**src/bilinear_upscale_block_defines.svh**
```systemverilog
// Assertion macros shared by the bilinear upscaler modules.
// Depends on nothing; each user must have clk and rst_n in scope.
`ifndef BILINEAR_UPSCALE_BLOCK_DEFINES_SVH
`define BILINEAR_UPSCALE_BLOCK_DEFINES_SVH

// Consequent must hold in the same cycle as the antecedent.
`define BUP_ASSERT_SAME(label, ante, cons) \
  label: assert property (@(posedge clk) disable iff (!rst_n) (ante) |-> (cons)) \
    else $error("bup: same-cycle check failed");

// Consequent must hold in the cycle after the antecedent.
`define BUP_ASSERT_NEXT(label, ante, cons) \
  label: assert property (@(posedge clk) disable iff (!rst_n) (ante) |=> (cons)) \
    else $error("bup: next-cycle check failed");

`endif

```
**src/bup_pkg.sv**
```systemverilog
// Shared widths, command/status structs and scale helpers for the upscaler.
// Depends on nothing; imported by every module of the block.
package bup_pkg;

  localparam int SAMPLE_W  = 8;
  localparam int POS_W     = 3;
  localparam int SCALE_W   = 4;
  localparam int MAX_SCALE = 8;
  // Column blend (s-i)*p + i*q: at most MAX_SCALE * 255
  localparam int BLEND_W   = 11;
  // Full blend before division: at most MAX_SCALE^2 * 255
  localparam int ACC_W     = 14;
  // Reciprocal of s*s scaled by 2^RECIP_SHIFT, rounded up
  localparam int RECIP_SHIFT = 20;
  localparam int RECIP_W     = 21;
  localparam int PROD_W      = ACC_W + RECIP_W;
  localparam int PADDR_W     = 3;
  localparam int PDATA_W     = 32;

  // Register byte addresses
  localparam logic [PADDR_W-1:0] ADDR_SCALE = 3'd0;

  localparam logic [SCALE_W-1:0] SCALE_RESET = 4'd2;

  // Controller to datapath
  typedef struct packed {
    logic             load;   // capture a new cell
    logic             issue;  // launch one sub-position
    logic [POS_W-1:0] col;
    logic [POS_W-1:0] row;
    logic             last;
  } bup_cmd_t;

  // Datapath to controller
  typedef struct packed {
    logic advance;  // pipeline moves this cycle
  } bup_sts_t;

  // Map the raw register to the scale in use: zero acts as one, large values saturate.
  function automatic logic [SCALE_W-1:0] eff_scale(input logic [SCALE_W-1:0] raw);
    logic [SCALE_W-1:0] s;
    s = raw;
    if (raw == '0) begin
      s = SCALE_W'(1);
    end else if (raw > SCALE_W'(MAX_SCALE)) begin
      s = SCALE_W'(MAX_SCALE);
    end
    return s;
  endfunction

  // ceil(2^RECIP_SHIFT / (s*s)). Exact floor division for any dividend below 2^ACC_W,
  // since the rounding excess times the dividend stays below 2^RECIP_SHIFT.
  function automatic logic [RECIP_W-1:0] area_recip(input logic [SCALE_W-1:0] s);
    logic [RECIP_W-1:0] m;
    case (s)
      4'd1:    m = 21'd1048576;
      4'd2:    m = 21'd262144;
      4'd3:    m = 21'd116509;
      4'd4:    m = 21'd65536;
      4'd5:    m = 21'd41944;
      4'd6:    m = 21'd29128;
      4'd7:    m = 21'd21400;
      4'd8:    m = 21'd16384;
      default: m = 21'd1048576;
    endcase
    return m;
  endfunction

endpackage

```
**src/bup_cfg.sv**
```systemverilog
// APB-style register file holding the scale factor.
// Depends on bup_pkg for widths, addresses and the scale mapping.
module bup_cfg
  import bup_pkg::*;
(
  input  logic                 clk,
  input  logic                 rst_n,
  input  logic                 psel,
  input  logic                 penable,
  input  logic                 pwrite,
  input  logic [PADDR_W-1:0]   paddr,
  input  logic [PDATA_W-1:0]   pwdata,
  output logic [PDATA_W-1:0]   prdata,
  output logic                 pready,
  output logic [SCALE_W-1:0]   scale_eff
);

  logic [SCALE_W-1:0] scale_r;
  logic [SCALE_W-1:0] scale_nxt;
  logic               wr_en;

  assign pready = 1'b1;

  // Write on the access phase of a transfer to the scale register
  assign wr_en = psel && penable && pwrite && pready && (paddr[PADDR_W-1:2] == ADDR_SCALE[PADDR_W-1:2]);

  always_comb begin
    scale_nxt = scale_r;
    if (wr_en) begin
      scale_nxt = pwdata[SCALE_W-1:0];
    end
  end

  always_ff @(posedge clk) begin
    if (!rst_n) begin
      scale_r <= SCALE_RESET;
    end else begin
      scale_r <= scale_nxt;
    end
  end

  // Read back the raw register
  always_comb begin
    prdata = '0;
    if (paddr[PADDR_W-1:2] == ADDR_SCALE[PADDR_W-1:2]) begin
      prdata = PDATA_W'(scale_r);
    end
  end

  assign scale_eff = eff_scale(scale_r);

endmodule

```
**src/bup_ctrl.sv**
```systemverilog
// Controller: accepts a cell and walks its sub-positions, column outer, row inner.
// Depends on bup_pkg for the command/status structs and widths.
`include "bilinear_upscale_block_defines.svh"
module bup_ctrl
  import bup_pkg::*;
(
  input  logic               clk,
  input  logic               rst_n,
  input  logic [SCALE_W-1:0] scale_eff,
  input  logic               in_valid,
  output logic               in_ready,
  input  bup_sts_t           sts,
  output bup_cmd_t           cmd
);

  typedef enum logic [1:0] {
    ST_IDLE = 2'b01,
    ST_RUN  = 2'b10
  } state_t;

  state_t           state_r, state_nxt;
  logic [POS_W-1:0] col_r, col_nxt;
  logic [POS_W-1:0] row_r, row_nxt;
  logic [POS_W-1:0] pos_max;
  logic             issue;
  logic             last_pos;
  logic             accept;

  assign pos_max  = POS_W'(scale_eff - SCALE_W'(1));
  assign last_pos = (col_r == pos_max) && (row_r == pos_max);
  assign issue    = (state_r == ST_RUN) && sts.advance;

  // Take the next cell when idle or as the last sub-position launches
  assign in_ready = (state_r == ST_IDLE) || (issue && last_pos);
  assign accept   = in_valid && in_ready;

  always_comb begin
    state_nxt = state_r;
    col_nxt   = col_r;
    row_nxt   = row_r;
    case (state_r)
      ST_IDLE: begin
        col_nxt = '0;
        row_nxt = '0;
      end
      ST_RUN: begin
        // Advance row, wrap into the next column
        if (issue) begin
          if (last_pos) begin
            state_nxt = ST_IDLE;
            col_nxt   = '0;
            row_nxt   = '0;
          end else if (row_r == pos_max) begin
            row_nxt = '0;
            col_nxt = col_r + POS_W'(1);
          end else begin
            row_nxt = row_r + POS_W'(1);
          end
        end
      end
      default: begin
        state_nxt = ST_IDLE;
        col_nxt   = '0;
        row_nxt   = '0;
      end
    endcase
    // A new cell always restarts the walk
    if (accept) begin
      state_nxt = ST_RUN;
      col_nxt   = '0;
      row_nxt   = '0;
    end
  end

  always_ff @(posedge clk) begin
    if (!rst_n) begin
      state_r <= ST_IDLE;
      col_r   <= '0;
      row_r   <= '0;
    end else begin
      state_r <= state_nxt;
      col_r   <= col_nxt;
      row_r   <= row_nxt;
    end
  end

  always_comb begin
    cmd.load  = accept;
    cmd.issue = issue;
    cmd.col   = col_r;
    cmd.row   = row_r;
    cmd.last  = last_pos;
  end

  `BUP_ASSERT_SAME(a_pos_in_cell, state_r == ST_RUN, (SCALE_W'(col_r) < scale_eff) && (SCALE_W'(row_r) < scale_eff))
  `BUP_ASSERT_NEXT(a_accept_restarts, accept, (state_r == ST_RUN) && (col_r == '0) && (row_r == '0))
  `BUP_ASSERT_SAME(a_idle_no_issue, state_r == ST_IDLE, !cmd.issue)

endmodule

```
**src/bup_dp.sv**
```systemverilog
// Datapath: holds the cell and runs a three-stage blend, blend and divide pipeline.
// Depends on bup_pkg for widths, structs and the reciprocal table.
`include "bilinear_upscale_block_defines.svh"
module bup_dp
  import bup_pkg::*;
(
  input  logic                clk,
  input  logic                rst_n,
  input  logic [SCALE_W-1:0]  scale_eff,
  input  bup_cmd_t            cmd,
  output bup_sts_t            sts,
  input  logic [SAMPLE_W-1:0] in_top_left,
  input  logic [SAMPLE_W-1:0] in_top_right,
  input  logic [SAMPLE_W-1:0] in_bottom_left,
  input  logic [SAMPLE_W-1:0] in_bottom_right,
  output logic                out_valid,
  input  logic                out_ready,
  output logic [SAMPLE_W-1:0] out_sample_out,
  output logic [POS_W-1:0]    out_col_offset,
  output logic [POS_W-1:0]    out_row_offset,
  output logic                out_last_of_cell
);

  logic [SAMPLE_W-1:0] p00_r, p10_r, p01_r, p11_r;
  logic                advance;

  // Stage 1: blends across columns
  logic [SCALE_W-1:0]  wc;
  logic [BLEND_W-1:0]  blend_top, blend_bot;
  logic                s1_vld_r;
  logic [BLEND_W-1:0]  s1_top_r, s1_bot_r;
  logic [POS_W-1:0]    s1_col_r, s1_row_r;
  logic                s1_last_r;

  // Stage 2: blend across rows
  logic [SCALE_W-1:0]  wr;
  logic [ACC_W-1:0]    acc;
  logic                s2_vld_r;
  logic [ACC_W-1:0]    s2_acc_r;
  logic [POS_W-1:0]    s2_col_r, s2_row_r;
  logic                s2_last_r;

  // Stage 3: divide by s*s through the reciprocal
  logic [PROD_W-1:0]   prod;
  logic                out_vld_r;
  logic [SAMPLE_W-1:0] out_sample_r;
  logic [POS_W-1:0]    out_col_r, out_row_r;
  logic                out_last_r;

  // Whole pipeline moves together unless the result register is blocked
  assign advance     = !out_vld_r || out_ready;
  assign sts.advance = advance;

  // Capture the cell on an input transfer
  always_ff @(posedge clk) begin
    if (cmd.load) begin
      p00_r <= in_top_left;
      p10_r <= in_top_right;
      p01_r <= in_bottom_left;
      p11_r <= in_bottom_right;
    end
  end

  assign wc        = scale_eff - SCALE_W'(cmd.col);
  assign blend_top = BLEND_W'(wc) * BLEND_W'(p00_r) + BLEND_W'(cmd.col) * BLEND_W'(p10_r);
  assign blend_bot = BLEND_W'(wc) * BLEND_W'(p01_r) + BLEND_W'(cmd.col) * BLEND_W'(p11_r);

  assign wr  = scale_eff - SCALE_W'(s1_row_r);
  assign acc = ACC_W'(wr) * ACC_W'(s1_top_r) + ACC_W'(s1_row_r) * ACC_W'(s1_bot_r);

  assign prod = PROD_W'(s2_acc_r) * PROD_W'(area_recip(scale_eff));

  // Valid bits
  always_ff @(posedge clk) begin
    if (!rst_n) begin
      s1_vld_r  <= 1'b0;
      s2_vld_r  <= 1'b0;
      out_vld_r <= 1'b0;
    end else if (advance) begin
      s1_vld_r  <= cmd.issue;
      s2_vld_r  <= s1_vld_r;
      out_vld_r <= s2_vld_r;
    end
  end

  // Payload stages
  always_ff @(posedge clk) begin
    if (advance) begin
      s1_top_r     <= blend_top;
      s1_bot_r     <= blend_bot;
      s1_col_r     <= cmd.col;
      s1_row_r     <= cmd.row;
      s1_last_r    <= cmd.last;
      s2_acc_r     <= acc;
      s2_col_r     <= s1_col_r;
      s2_row_r     <= s1_row_r;
      s2_last_r    <= s1_last_r;
      out_sample_r <= prod[RECIP_SHIFT +: SAMPLE_W];
      out_col_r    <= s2_col_r;
      out_row_r    <= s2_row_r;
      out_last_r   <= s2_last_r;
    end
  end

  assign out_valid        = out_vld_r;
  assign out_sample_out   = out_sample_r;
  assign out_col_offset   = out_col_r;
  assign out_row_offset   = out_row_r;
  assign out_last_of_cell = out_last_r;

  `BUP_ASSERT_SAME(a_last_on_diag, out_vld_r && out_last_r, out_col_r == out_row_r)
  `BUP_ASSERT_NEXT(a_out_holds, out_vld_r && !out_ready, out_vld_r && $stable(out_sample_r) && $stable(out_col_r) && $stable(out_row_r))

endmodule

```
**src/bilinear_upscale_block.sv**
```systemverilog
// Integer-factor bilinear upscaler for one 2x2 cell of one channel.
// An input transfer on the in_ channel delivers top_left, top_right, bottom_left
// and bottom_right. The block answers with s*s interpolated samples on the out_
// channel, column offset outer and row offset inner, last_of_cell set on the
// final one. s is the scale register (byte address 0), with zero read as one and
// values above eight read as eight.
// Throughput: one result per cycle while the receiver is ready; the next cell is
// taken in the cycle its predecessor's last sub-position enters the
// three-stage blend/blend/divide pipeline.
// A stalled receiver freezes the whole pipeline and the sub-position walk; the
// pending result holds until transferred.
// Reset (rst_n low, synchronous) empties the pipeline, returns the controller to
// idle and sets the scale to two.
// Change the scale only while no cell is in flight.
module bilinear_upscale_block
  import bup_pkg::*;
(
  input  logic                clk,
  input  logic                rst_n,
  // Configuration
  input  logic                psel,
  input  logic                penable,
  input  logic                pwrite,
  input  logic [PADDR_W-1:0]  paddr,
  input  logic [PDATA_W-1:0]  pwdata,
  output logic [PDATA_W-1:0]  prdata,
  output logic                pready,
  // Input cell
  input  logic                in_valid,
  output logic                in_ready,
  input  logic [SAMPLE_W-1:0] in_top_left,
  input  logic [SAMPLE_W-1:0] in_top_right,
  input  logic [SAMPLE_W-1:0] in_bottom_left,
  input  logic [SAMPLE_W-1:0] in_bottom_right,
  // Results
  output logic                out_valid,
  input  logic                out_ready,
  output logic [SAMPLE_W-1:0] out_sample_out,
  output logic [POS_W-1:0]    out_col_offset,
  output logic [POS_W-1:0]    out_row_offset,
  output logic                out_last_of_cell
);

  logic [SCALE_W-1:0] scale_eff;
  bup_cmd_t           cmd;
  bup_sts_t           sts;

  bup_cfg u_cfg (
    .clk       (clk),
    .rst_n     (rst_n),
    .psel      (psel),
    .penable   (penable),
    .pwrite    (pwrite),
    .paddr     (paddr),
    .pwdata    (pwdata),
    .prdata    (prdata),
    .pready    (pready),
    .scale_eff (scale_eff)
  );

  bup_ctrl u_ctrl (
    .clk       (clk),
    .rst_n     (rst_n),
    .scale_eff (scale_eff),
    .in_valid  (in_valid),
    .in_ready  (in_ready),
    .sts       (sts),
    .cmd       (cmd)
  );

  bup_dp u_dp (
    .clk              (clk),
    .rst_n            (rst_n),
    .scale_eff        (scale_eff),
    .cmd              (cmd),
    .sts              (sts),
    .in_top_left      (in_top_left),
    .in_top_right     (in_top_right),
    .in_bottom_left   (in_bottom_left),
    .in_bottom_right  (in_bottom_right),
    .out_valid        (out_valid),
    .out_ready        (out_ready),
    .out_sample_out   (out_sample_out),
    .out_col_offset   (out_col_offset),
    .out_row_offset   (out_row_offset),
    .out_last_of_cell (out_last_of_cell)
  );

endmodule

```
**config.mk**
```make
export PLATFORM = sky130hd
export DESIGN_NAME = bilinear_upscale_block
export DESIGN_NICKNAME = d
export VERILOG_FILES = /design/src/bup_pkg.sv /design/src/bup_cfg.sv /design/src/bup_ctrl.sv /design/src/bup_dp.sv /design/src/bilinear_upscale_block.sv
export VERILOG_INCLUDE_DIRS = /design/src /design/src/src
export SDC_FILE = /design/constraint.sdc
export NUM_CORES = 1
export LEC_CHECK = 0
export BUFFER_PORTS_ARGS = -buffer_cell sky130_fd_sc_hd__buf_2
export CAP_MARGIN = 40
export CORE_MARGIN = 8
export CORE_UTILIZATION = 40
export CTS_BUF_LIST = sky130_fd_sc_hd__clkbuf_16
export DETAILED_ROUTE_END_ITERATION = 12
export GPL_TIMING_DRIVEN = 0
export PLACE_DENSITY = 0.66
export SYNTH_ARGS = -nofsm -noshare
export SYNTH_HDL_FRONTEND = slang
export SYNTH_HIERARCHICAL = 1
export SYNTH_SLANG_ARGS = --single-unit
```
**constraint.sdc**
```tcl
create_clock -name clk -period 11.3 [get_ports clk]
set_clock_uncertainty 0.15 [all_clocks]
set_input_delay 1.13 -clock clk [delete_from_list [all_inputs] [get_ports clk]]
set_output_delay 1.13 -clock clk [all_outputs]
set_load 0.05 [all_outputs]
```
==> flow_summary.json, run 1 <==
{
  "final_cell_mix": "inv_1, fa_1, nand2_1, ha_1, edfxtp_1",
  "dp_hpwl_um": 28190,
  "routed_wl_um": 32890,
  "cts_root_buffer": "clkbuf_16",
  "crit_fanout": 10,
  "synthDistinctLibCells": 61,
  "required_ns": 11.26,
  "cp-end-kind": "flop",
  "cts_resized": 0,
  "initial_core_util_pct": 40.23,
  "dieArea_um2": 46220,
  "synth-xor-area-share_pct": 4.045,
  "cts_made_buffers": 9,
  "synthCells": 1536,
  "drv_slew": 0,
  "holdWs_ns": 0.2720,
  "setup_violations": 0,
  "synth-simple-area-share_pct": 13.85,
  "synth_top_family_by_area": "adder cells",
  "htreeDepth": 3,
  "post_cts_buffers": 0,
  "synth_top_cell_by_area": "fa_1",
  "synth_seq_cells": 112,
  "cts_hold_buf": 0,
  "p_leak_nw": 8.733,
  "drt-initial-drc-count": 498,
  "grt_pass1_vias": 11680,
  "avgRoutedWirePerCell_um": 15.15,
  "layout_commonest_cell": "inv_1",
  "first_pass_iters": 5,
  "core_area_um2": 39370,
  "fp.dieH_um": 215.0,
  "p_total_w": 0.001578,
  "final_hold_viol_count": 0,
  "diodes": 0,
  "antenna_found_initial": 0,
  "clk_pin_slew_worst_paths_ns": 0.08,
  "rows": 73,
  "syn2layout_area_growth_pct": 8.895,
  "gr-usage-all-layers_pct": 14.94,
  "ir_worst_vdd_mv": 0.1247,
  "regArea_um2": 3213,
  "grt.overflow.total": 0,
  "ant_nets": 0,
  "multi_input_area_um2": 11210,
  "p_per_area_nw_per_um2": 91.47,
  "synth_area_leaders": "fa_1, edfxtp_1, ha_1",
  "hp-class": "reg2reg",
  "async_reset_ff_share_pct": 0,
  "synth_ff_type": "edfxtp_1",
  "ys_seq_area_share_pct": 20.29,
  "synth_fa_ha_area_share_pct": 47.49,
  "grt_max_degree": 54,
  "final.min_clock_period_ns": 9.258,
  "clockBufferDepth": 2,
  "fmax_mhz": 108.0,
  "yosys.area.top_type_share_pct": 33.11,
  "n_fill_cell": 3783,
  "cts_tree": "built",
  "period_share_pct": 81.93,
  "worstPathArrival_ns": 9.22,
  "grt_pass1_wl_um": 56480,
  "synth-compound-area-share_pct": 4.124,
  "fin_setup_tns_ns": 0,
  "portBuffers": 64,
  "drc": 0,
  "max-cap-violations": 0,
  "path_class": "reg2reg",
  "via_count": 10240,
  "status": "completed",
  "fin_cells": 2171,
  "synthMuxAreaShare_pct": 0.5056,
  "vias_per_cell": 4.718,
  "placedCellCount": 2155,
  "synth_area_um2": 15840,
  "synth_edf_count": 97,
  "clk_latency_ns": 0.38,
  "worstSetupStartpointType": "flop",
  "io_pins": 124,
  "yosys_warnings": 6,
  "gp_congestion": 0.9109,
  "cts_sinks": 112,
  "nNetsFinal": 2159,
  "rsz0062_at_grt": "false",
  "drive_above_1_share_pct": 8.505,
  "relSlewSlack_pct": 39.27,
  "die_width_um": 215.0,
  "syn_area_per_cell_um2": 10.31,
  "worst_pin_slew_ns": 0.9070
}
==> report_power, final <==
| part | internal [W] | total, W | leakage (nW) | switching (W) |
|---|---|---|---|---|
| registers | 0.000524 | 0.000574 | 1.18 | 0.0000499 |
| logic | 0.000266 | 0.000687 | 7.42 | 0.000421 |
| clock network | 0.000153 | 0.000317 | 0.139 | 0.000164 |
| total | 0.000943 | 0.00158 | 8.73 | 0.000635 |
==> critical path: stages, from the launching register on <==
cell and delay (ns):
dfxtp_1 0.37, nor2b_1 0.65, clkbuf_1 0.38, nor2b_1 0.43, nor2b_1 0.31, buf_2 0.30, clkbuf_1 0.51, o21ai_0 0.30
fa_1 0.57, fa_1 0.52, inv_1 0.05, fa_1 0.55, fa_1 0.44, fa_1 0.49, inv_1 0.05, fa_1 0.47
inv_1 0.04, ha_1 0.30, a21oi_1 0.12, o21ai_0 0.18, a2111oi_4 0.38, a2111oi_4 0.17, o41ai_2 0.69, o211a_1 0.33
a21oi_1 0.10, xnor2_1 0.14
==> cell type report <==
cell class / instances / share of cell area, %
Timing Repair Buffer: 67 / 2.104
Multi-Input combinational cell: 1081 / 64.97
Buffer: 72 / 2.379
Clock inverter: 7 / 0.3192
Clock buffer: 9 / 1.306
Tap cell: 525 / 3.808
Sequential cell: 112 / 18.63
Inverter: 298 / 6.485
==> path summary, 6_finish.rpt <==
kind                    startpoint                endpoint  slack [ns]  cells past startpoint
hold reg to reg   u_dp/s2_col_r[0]  u_dp/out_col_offset[0]        0.27                      0
hold / removal    u_dp/s2_col_r[0]  u_dp/out_col_offset[0]        0.27                      0
setup / recovery  u_cfg/scale_r[2]  u_dp/out_sample_out[7]        2.04                     25
setup reg to reg  u_cfg/scale_r[2]  u_dp/out_sample_out[7]        2.04                     25
==> per-stage QoR <==
step                      cell area (µm²)  util [%]  setup slack [ns]
after global placement              16920     42.97             1.824
after detailed placement            16970     43.10             2.056
final                               17250     43.81             2.042
after floorplan                     15940         -             3.804
after global routing                17250     43.81             1.476
after CTS                           17250     43.81             1.997
==> routing by layer <==
layer | up-vias | share of wire (%) | global-route usage [%]
li1 | 4909 | - | -
met1 | 5068 | 42 | 17.36
met2 | 203 | 51 | 27.11
met3 | 63 | 3.6 | 2.261
met4 | 0 | 3.6 | 6.287
met5 | - | 0 | 0
==> kinds of logic (layout without fill, tap and decap cells) <==
| kind of cell | after synthesis | count (layout) |
|---|---|---|
| AO/OA/AOI/OAI | 97 | 97 |
| XOR/XNOR | 70 | 70 |
| adder cells (fa/ha/maj) | 444 | 444 |
| buffers and inverters | 370 | 453 |
| flip-flops | 112 | 112 |
| multiplexers | 8 | 8 |
| other | 2 | 29 |
| AND/OR/NAND/NOR | 433 | 433 |
==> flip-flops by register name, indices dropped and copies added, names as in the netlist, 2 cells and up <==
| register | flops |
|---|---|
| u_dp/p00_r | 8 |
| u_dp/s2_acc_r | 14 |
| u_dp/out_col_offset | 3 |
| u_dp/s1_bot_r | 11 |
| u_dp/s2_col_r | 3 |
| u_cfg/scale_r | 4 |
| u_dp/s1_row_r | 3 |
| u_dp/p01_r | 8 |
| u_ctrl/row_r | 3 |
| u_dp/s1_col_r | 3 |
| u_ctrl/state_r | 2 |
| u_ctrl/col_r | 3 |
| u_dp/s2_row_r | 3 |
| u_dp/out_row_offset | 3 |
| u_dp/p11_r | 8 |
| u_dp/out_sample_out | 8 |
| u_dp/p10_r | 8 |
| u_dp/s1_top_r | 11 |
==> synthesized netlist by cell type (all sizes together), types with 4 or more instances <==
cell type and number:
inv 298, fa 262, nand2 203, ha 182, edfxtp 97, and2 88
xnor2 49, a21oi 42, nor2b 41, buf 38, clkbuf 34, nor2 25
nand2b 20, xor2 19, and3 15, dfxtp 15, o21ai 12, o21bai 10
a21o 9, nand3 9, mux2i 8, nor3b 6, nor3 5, a31oi 4
and2b 4
(Power assumes the default switching activity.)
==> inputs of run 2 (changes only) <==
--- a/config.mk
+++ b/config.mk
@@ -13,7 +13,7 @@
 export CTS_BUF_LIST = sky130_fd_sc_hd__clkbuf_16
 export DETAILED_ROUTE_END_ITERATION = 12
 export GPL_TIMING_DRIVEN = 0
-export PLACE_DENSITY = 0.66
+export PLACE_DENSITY = 0.68
 export SYNTH_ARGS = -nofsm -noshare
 export SYNTH_HDL_FRONTEND = slang
 export SYNTH_HIERARCHICAL = 1
==> constraint.sdc (replaced) <==
create_clock -name clk -period 8 [get_ports clk]
set_clock_uncertainty 0.15 [all_clocks]
set_input_delay 0.8 -clock clk [delete_from_list [all_inputs] [get_ports clk]]
set_output_delay 0.8 -clock clk [all_outputs]
set_load 0.05 [all_outputs]
==> flow_summary.json, run 2 (same netlist as run 1, synthesis figures left out) <==
{
  "first_pass_iters": 5,
  "core_area_um2": 39370,
  "fp.dieH_um": 215.0,
  "final_hold_viol_count": 0,
  "clockBufferDepth": 2,
  "htreeDepth": 3,
  "relSlewSlack_pct": 36.49,
  "rows": 73,
  "cp-end-kind": "flop",
  "grt_max_degree": 57,
  "worstPathArrival_ns": 7.60,
  "grt_pass1_wl_um": 55990,
  "layout_commonest_cell": "inv_1",
  "holdWs_ns": 0.2716,
  "cts_root_buffer": "clkbuf_16",
  "drive_above_1_share_pct": 10.10,
  "drt-initial-drc-count": 540,
  "gr-usage-all-layers_pct": 14.81,
  "fmax_mhz": 131.0,
  "antenna_found_initial": 0,
  "die_width_um": 215.0,
  "drv_slew": 0,
  "via_count": 10290,
  "required_ns": 7.97,
  "worst_path_max_delay_cell": "fa_1",
  "clk_pin_slew_worst_paths_ns": 0.08,
  "worst_pin_slew_ns": 0.9459,
  "cts_made_buffers": 9,
  "nNetsFinal": 2166,
  "p_per_area_nw_per_um2": 130.1,
  "clk_latency_ns": 0.37,
  "cts_sinks": 112,
  "dp_hpwl_um": 28150,
  "ir_worst_vdd_mv": 0.1429,
  "period_share_pct": 95.39,
  "design_area_um2": 17450,
  "largest_reg_flops": 14,
  "drc": 0,
  "path_class": "reg2reg",
  "hp-class": "reg2reg",
  "final.min_clock_period_ns": 7.631,
  "placedCellCount": 2154,
  "gp_congestion": 0.9021,
  "grt_pass1_vias": 11450,
  "avgRoutedWirePerCell_um": 15.06,
  "grt.overflow.total": 0,
  "portBuffers": 64,
  "reg_top3": "u_dp/s2_acc_r: 14 flops, u_dp/s1_bot_r: 11 flops, u_dp/s1_top_r: 11 flops",
  "io_pins": 124,
  "cts_tree": "built",
  "vias_per_cell": 4.723,
  "worstSetupStartpointType": "flop",
  "fin_setup_tns_ns": 0,
  "path_common_cell": "fa_1",
  "p_leak_nw": 8.845,
  "place_area_um2": 16960,
  "fin_cells": 2178,
  "ant_nets": 0,
  "cpPeakStageDelay_ns": 0.56,
  "diodes": 0,
  "max-cap-violations": 0,
  "setup_violations": 0,
  "status": "completed",
  "initial_core_util_pct": 40.23,
  "syn2layout_area_growth_pct": 10.19,
  "regMostFlops": "u_dp/s2_acc_r",
  "crit_fanout": 10,
  "routed_wl_um": 32800,
  "cts_hold_buf": 0,
  "final_cell_mix": "inv_1, fa_1, nand2_1, ha_1, edfxtp_1",
  "dieArea_um2": 46220
}
## run 2: final timing paths
check	startpoint	to	slack (ns)	depth (start not counted)
hold / removal	u_dp/s2_col_r[0]	u_dp/out_col_offset[0]	0.27	0
setup reg to reg	u_cfg/scale_r[1]	u_dp/out_sample_out[7]	0.37	29
setup / recovery	u_cfg/scale_r[1]	u_dp/out_sample_out[7]	0.37	29
hold reg to reg	u_dp/s2_col_r[0]	u_dp/out_col_offset[0]	0.27	0
## run 2: final cells by class
class,instances,area [µm²]
flip-flops and latches,112,3216
plain buffers,71,440.4
clock inverters,6,68.82
well taps,525,656.9
inverters,298,1122
repair buffers,75,426.7
multi-input cells,1081,11270
fillers,3701,21910
clock buffers,10,250.2
## run 2: worst max-delay path: cells and delay by family, from the launching register on
kind / cells / cell delay (ns)
simple gates: 2 / 0.34
xor+xnor: 1 / 0.14
buf+inv: 10 / 1.34
flops: 1 / 0.36
compound gates: 8 / 1.45
fa+ha+maj: 8 / 3.60
## run 2: timing repair
action	CTS	global route
setup buffers	4	5
pin swaps	4	3
endpoints found under the setup margin	8	6
gates resized for setup	21	22
## run 2: layer usage
| metal | share of wire (%) | wire, µm | GRT usage (%) | vias up |
|---|---|---|---|---|
| met1 | 43 | 14040 | 17.59 | 5083 |
| met3 | 3.3 | 1077 | 2.444 | 69 |
| met4 | 3.4 | 1115 | 6.060 | 0 |
| met5 | 0 | 0 | 0 | - |
| li1 | - | - | - | 4926 |
| met2 | 51 | 16570 | 26.34 | 209 |
## run 2: stage by stage
stage	setup slack (ns)	util [%]	total power [W]
after detailed placement	-1.240	43.08	0.001792
after global routing	-0.004988	44.33	0.002455
after floorplan	0.5037	-	0.001546
after global placement	-1.478	42.97	0.001768
final	0.3688	44.33	0.002270
after CTS	0.06606	44.11	0.002298
## run 2: power breakdown
group / total [W] / switching, W / internal (W)
logic: 0.000972 / 0.000593 / 0.000378
registers: 0.000812 / 0.0000719 / 0.000740
clock network: 0.000487 / 0.000222 / 0.000265
total: 0.00227 / 0.000887 / 0.00138
==> inputs of run 3 (changes only) <==
--- a/config.mk
+++ b/config.mk
@@ -9,11 +9,12 @@
 export BUFFER_PORTS_ARGS = -buffer_cell sky130_fd_sc_hd__buf_2
 export CAP_MARGIN = 40
 export CORE_MARGIN = 8
-export CORE_UTILIZATION = 40
+export CORE_UTILIZATION = 57
 export CTS_BUF_LIST = sky130_fd_sc_hd__clkbuf_16
 export DETAILED_ROUTE_END_ITERATION = 12
+export GPL_ROUTABILITY_DRIVEN = 0
 export GPL_TIMING_DRIVEN = 0
-export PLACE_DENSITY = 0.68
+export PLACE_DENSITY = 0.88
 export SYNTH_ARGS = -nofsm -noshare
 export SYNTH_HDL_FRONTEND = slang
 export SYNTH_HIERARCHICAL = 1
==> flow_summary.json, run 3 (same netlist as run 1, synthesis figures left out) <==
{
  "status": "completed",
  "drive_above_1_share_pct": 10.17,
  "portBuffers": 64,
  "grt_pass1_wl_um": 56260,
  "min_from": "u_dp/s2_last_r",
  "first_pass_iters": 5,
  "htreeDepth": 3,
  "switchingPower_w": 0.0009357,
  "design_area_um2": 17230,
  "die_width_um": 182.7,
  "p_seq_share_pct": 35.4,
  "ir_worst_vdd_mv": 0.1456,
  "final_hold_viol_count": 0,
  "cts_made_buffers": 9,
  "setup_violations": 0,
  "clockBufferDepth": 2,
  "routed_wl_um": 33360,
  "regMostFlops": "u_dp/s2_acc_r",
  "required_ns": 7.97,
  "worst_pin_slew_ns": 0.7777,
  "clk_latency_ns": 0.37,
  "dieArea_um2": 33380,
  "initial_core_util_pct": 57.49,
  "drv_slew": 0,
  "largest_reg_flops": 14,
  "max-cap-violations": 0,
  "core_area_um2": 27550,
  "clk_pin_slew_worst_paths_ns": 0.08,
  "cts_sinks": 112,
  "avgRoutedWirePerCell_um": 16.43,
  "rsz0062_at_grt": "false",
  "p_int_w": 0.001355,
  "relSlewSlack_pct": 47.97,
  "via_count": 10730,
  "nNetsFinal": 2165,
  "syn2layout_area_growth_pct": 8.776,
  "path_class": "reg2reg",
  "drt-initial-drc-count": 571,
  "cp-end-kind": "flop",
  "fmax_mhz": 129.3,
  "crit_start": "u_cfg/scale_r[1]",
  "grt.overflow.total": 0,
  "vias_per_cell": 5.285,
  "diodes": 0,
  "antenna_found_initial": 0,
  "grt_max_degree": 48,
  "n_fill_cell": 2022,
  "cts_tree": "built",
  "place_area_um2": 16770,
  "final_cell_mix": "inv_1, fa_1, nand2_1, ha_1, edfxtp_1",
  "ant_nets": 0,
  "pwr-share-clk_pct": 20.5,
  "layout_commonest_cell": "inv_1",
  "grt_pass1_vias": 12050,
  "crit_buf_inv": 5,
  "crit_fanout": 10,
  "io_pins": 124,
  "p_sw_share_pct": 40.84,
  "period_share_pct": 96.68,
  "reg_top3": "u_dp/s2_acc_r: 14 flops, u_dp/s1_bot_r: 11 flops, u_dp/s1_top_r: 11 flops",
  "cpPeakStageDelay_ns": 0.57,
  "path_common_cell": "fa_1",
  "worstPathArrival_ns": 7.71,
  "combPwrFrac_pct": 44.0,
  "reg2reg_from": "u_cfg/scale_r[1]",
  "dp_hpwl_um": 27920,
  "multi_input_area_um2": 11270,
  "regArea_um2": 3214,
  "fp.dieH_um": 182.7,
  "cts_hold_buf": 0,
  "gr-usage-all-layers_pct": 21.00,
  "cts_root_buffer": "clkbuf_16",
  "rows": 61,
  "final.min_clock_period_ns": 7.735,
  "path_delay_family": "adder cells",
  "worst_path_max_delay_cell": "fa_1",
  "worstSetupStartpointType": "flop",
  "p_leak_nw": 8.814,
  "holdWs_ns": 0.2723,
  "p_per_area_nw_per_um2": 133.0,
  "hp-class": "reg2reg",
  "drc": 0
}
==> run 3: cell type report <==
class / count / share of cell area (%)
sequential: 112 / 18.66
buffer: 71 / 2.520
clock buffer: 9 / 1.307
timing repair buffer: 74 / 2.389
inverter: 298 / 6.514
clock inverter: 7 / 0.4720
tap: 378 / 2.745
multi-input combinational: 1081 / 65.40
==> run 3: timing repair <==
action | 4_1_cts | 5_1_grt
buffers inserted | 1 | 7
setup endpoints to repair | 8 | 5
pin swaps | 3 | 2
gates resized for setup | 18 | 22
==> run 3: path summary, 6_finish.rpt <==
path,endpoint,slack [ns],cells past startpoint
worst max-delay path,u_dp/out_sample_out[5],0.27,26
worst min-delay path,u_dp/out_last_of_cell,0.27,0
worst max register to register,u_dp/out_sample_out[5],0.27,26
worst min register to register,u_dp/out_last_of_cell,0.27,0
==> run 3: power groups by stage <==
| stage | sequential, W | clock (W) | combinational [W] |
|---|---|---|---|
| final | 0.000812 | 0.000471 | 0.00101 |
| after global routing | 0.000817 | 0.000497 | 0.00113 |
| after CTS | 0.000809 | 0.000484 | 0.00101 |
| after detailed placement | 0.000821 | 0 | 0.000994 |
| after global placement | 0.000821 | 0 | 0.000937 |
| after floorplan | 0.000868 | 0 | 0.000678 |
==> run 3: metrics by stage <==
| stage | util, % | power, W | worst slack [ns] | cells | setup TNS (ns) |
|---|---|---|---|---|---|
| after floorplan | - | 0.001546 | 0.5037 | 1563 | 0 |
| after global placement | 60.73 | 0.001758 | -1.385 | 2005 | -8.782 |
| after detailed placement | 60.86 | 0.001816 | -1.275 | 2007 | -7.769 |
| after CTS | 62.16 | 0.002299 | 0.006186 | 2023 | 0 |
| after global routing | 62.53 | 0.002448 | 0.005233 | 2030 | 0 |
| final | 62.53 | 0.002291 | 0.2654 | 2030 | 0 |
==> run 3: metal layers <==
| metal | GRT usage, % | wire length [µm] | vias up |
|---|---|---|---|
| met5 | 0 | 0 | - |
| met4 | 12.00 | 1649 | 0 |
| met2 | 38.51 | 17690 | 402 |
| met3 | 2.963 | 1765 | 120 |
| met1 | 22.93 | 12250 | 5268 |
| li1 | - | - | 4938 |
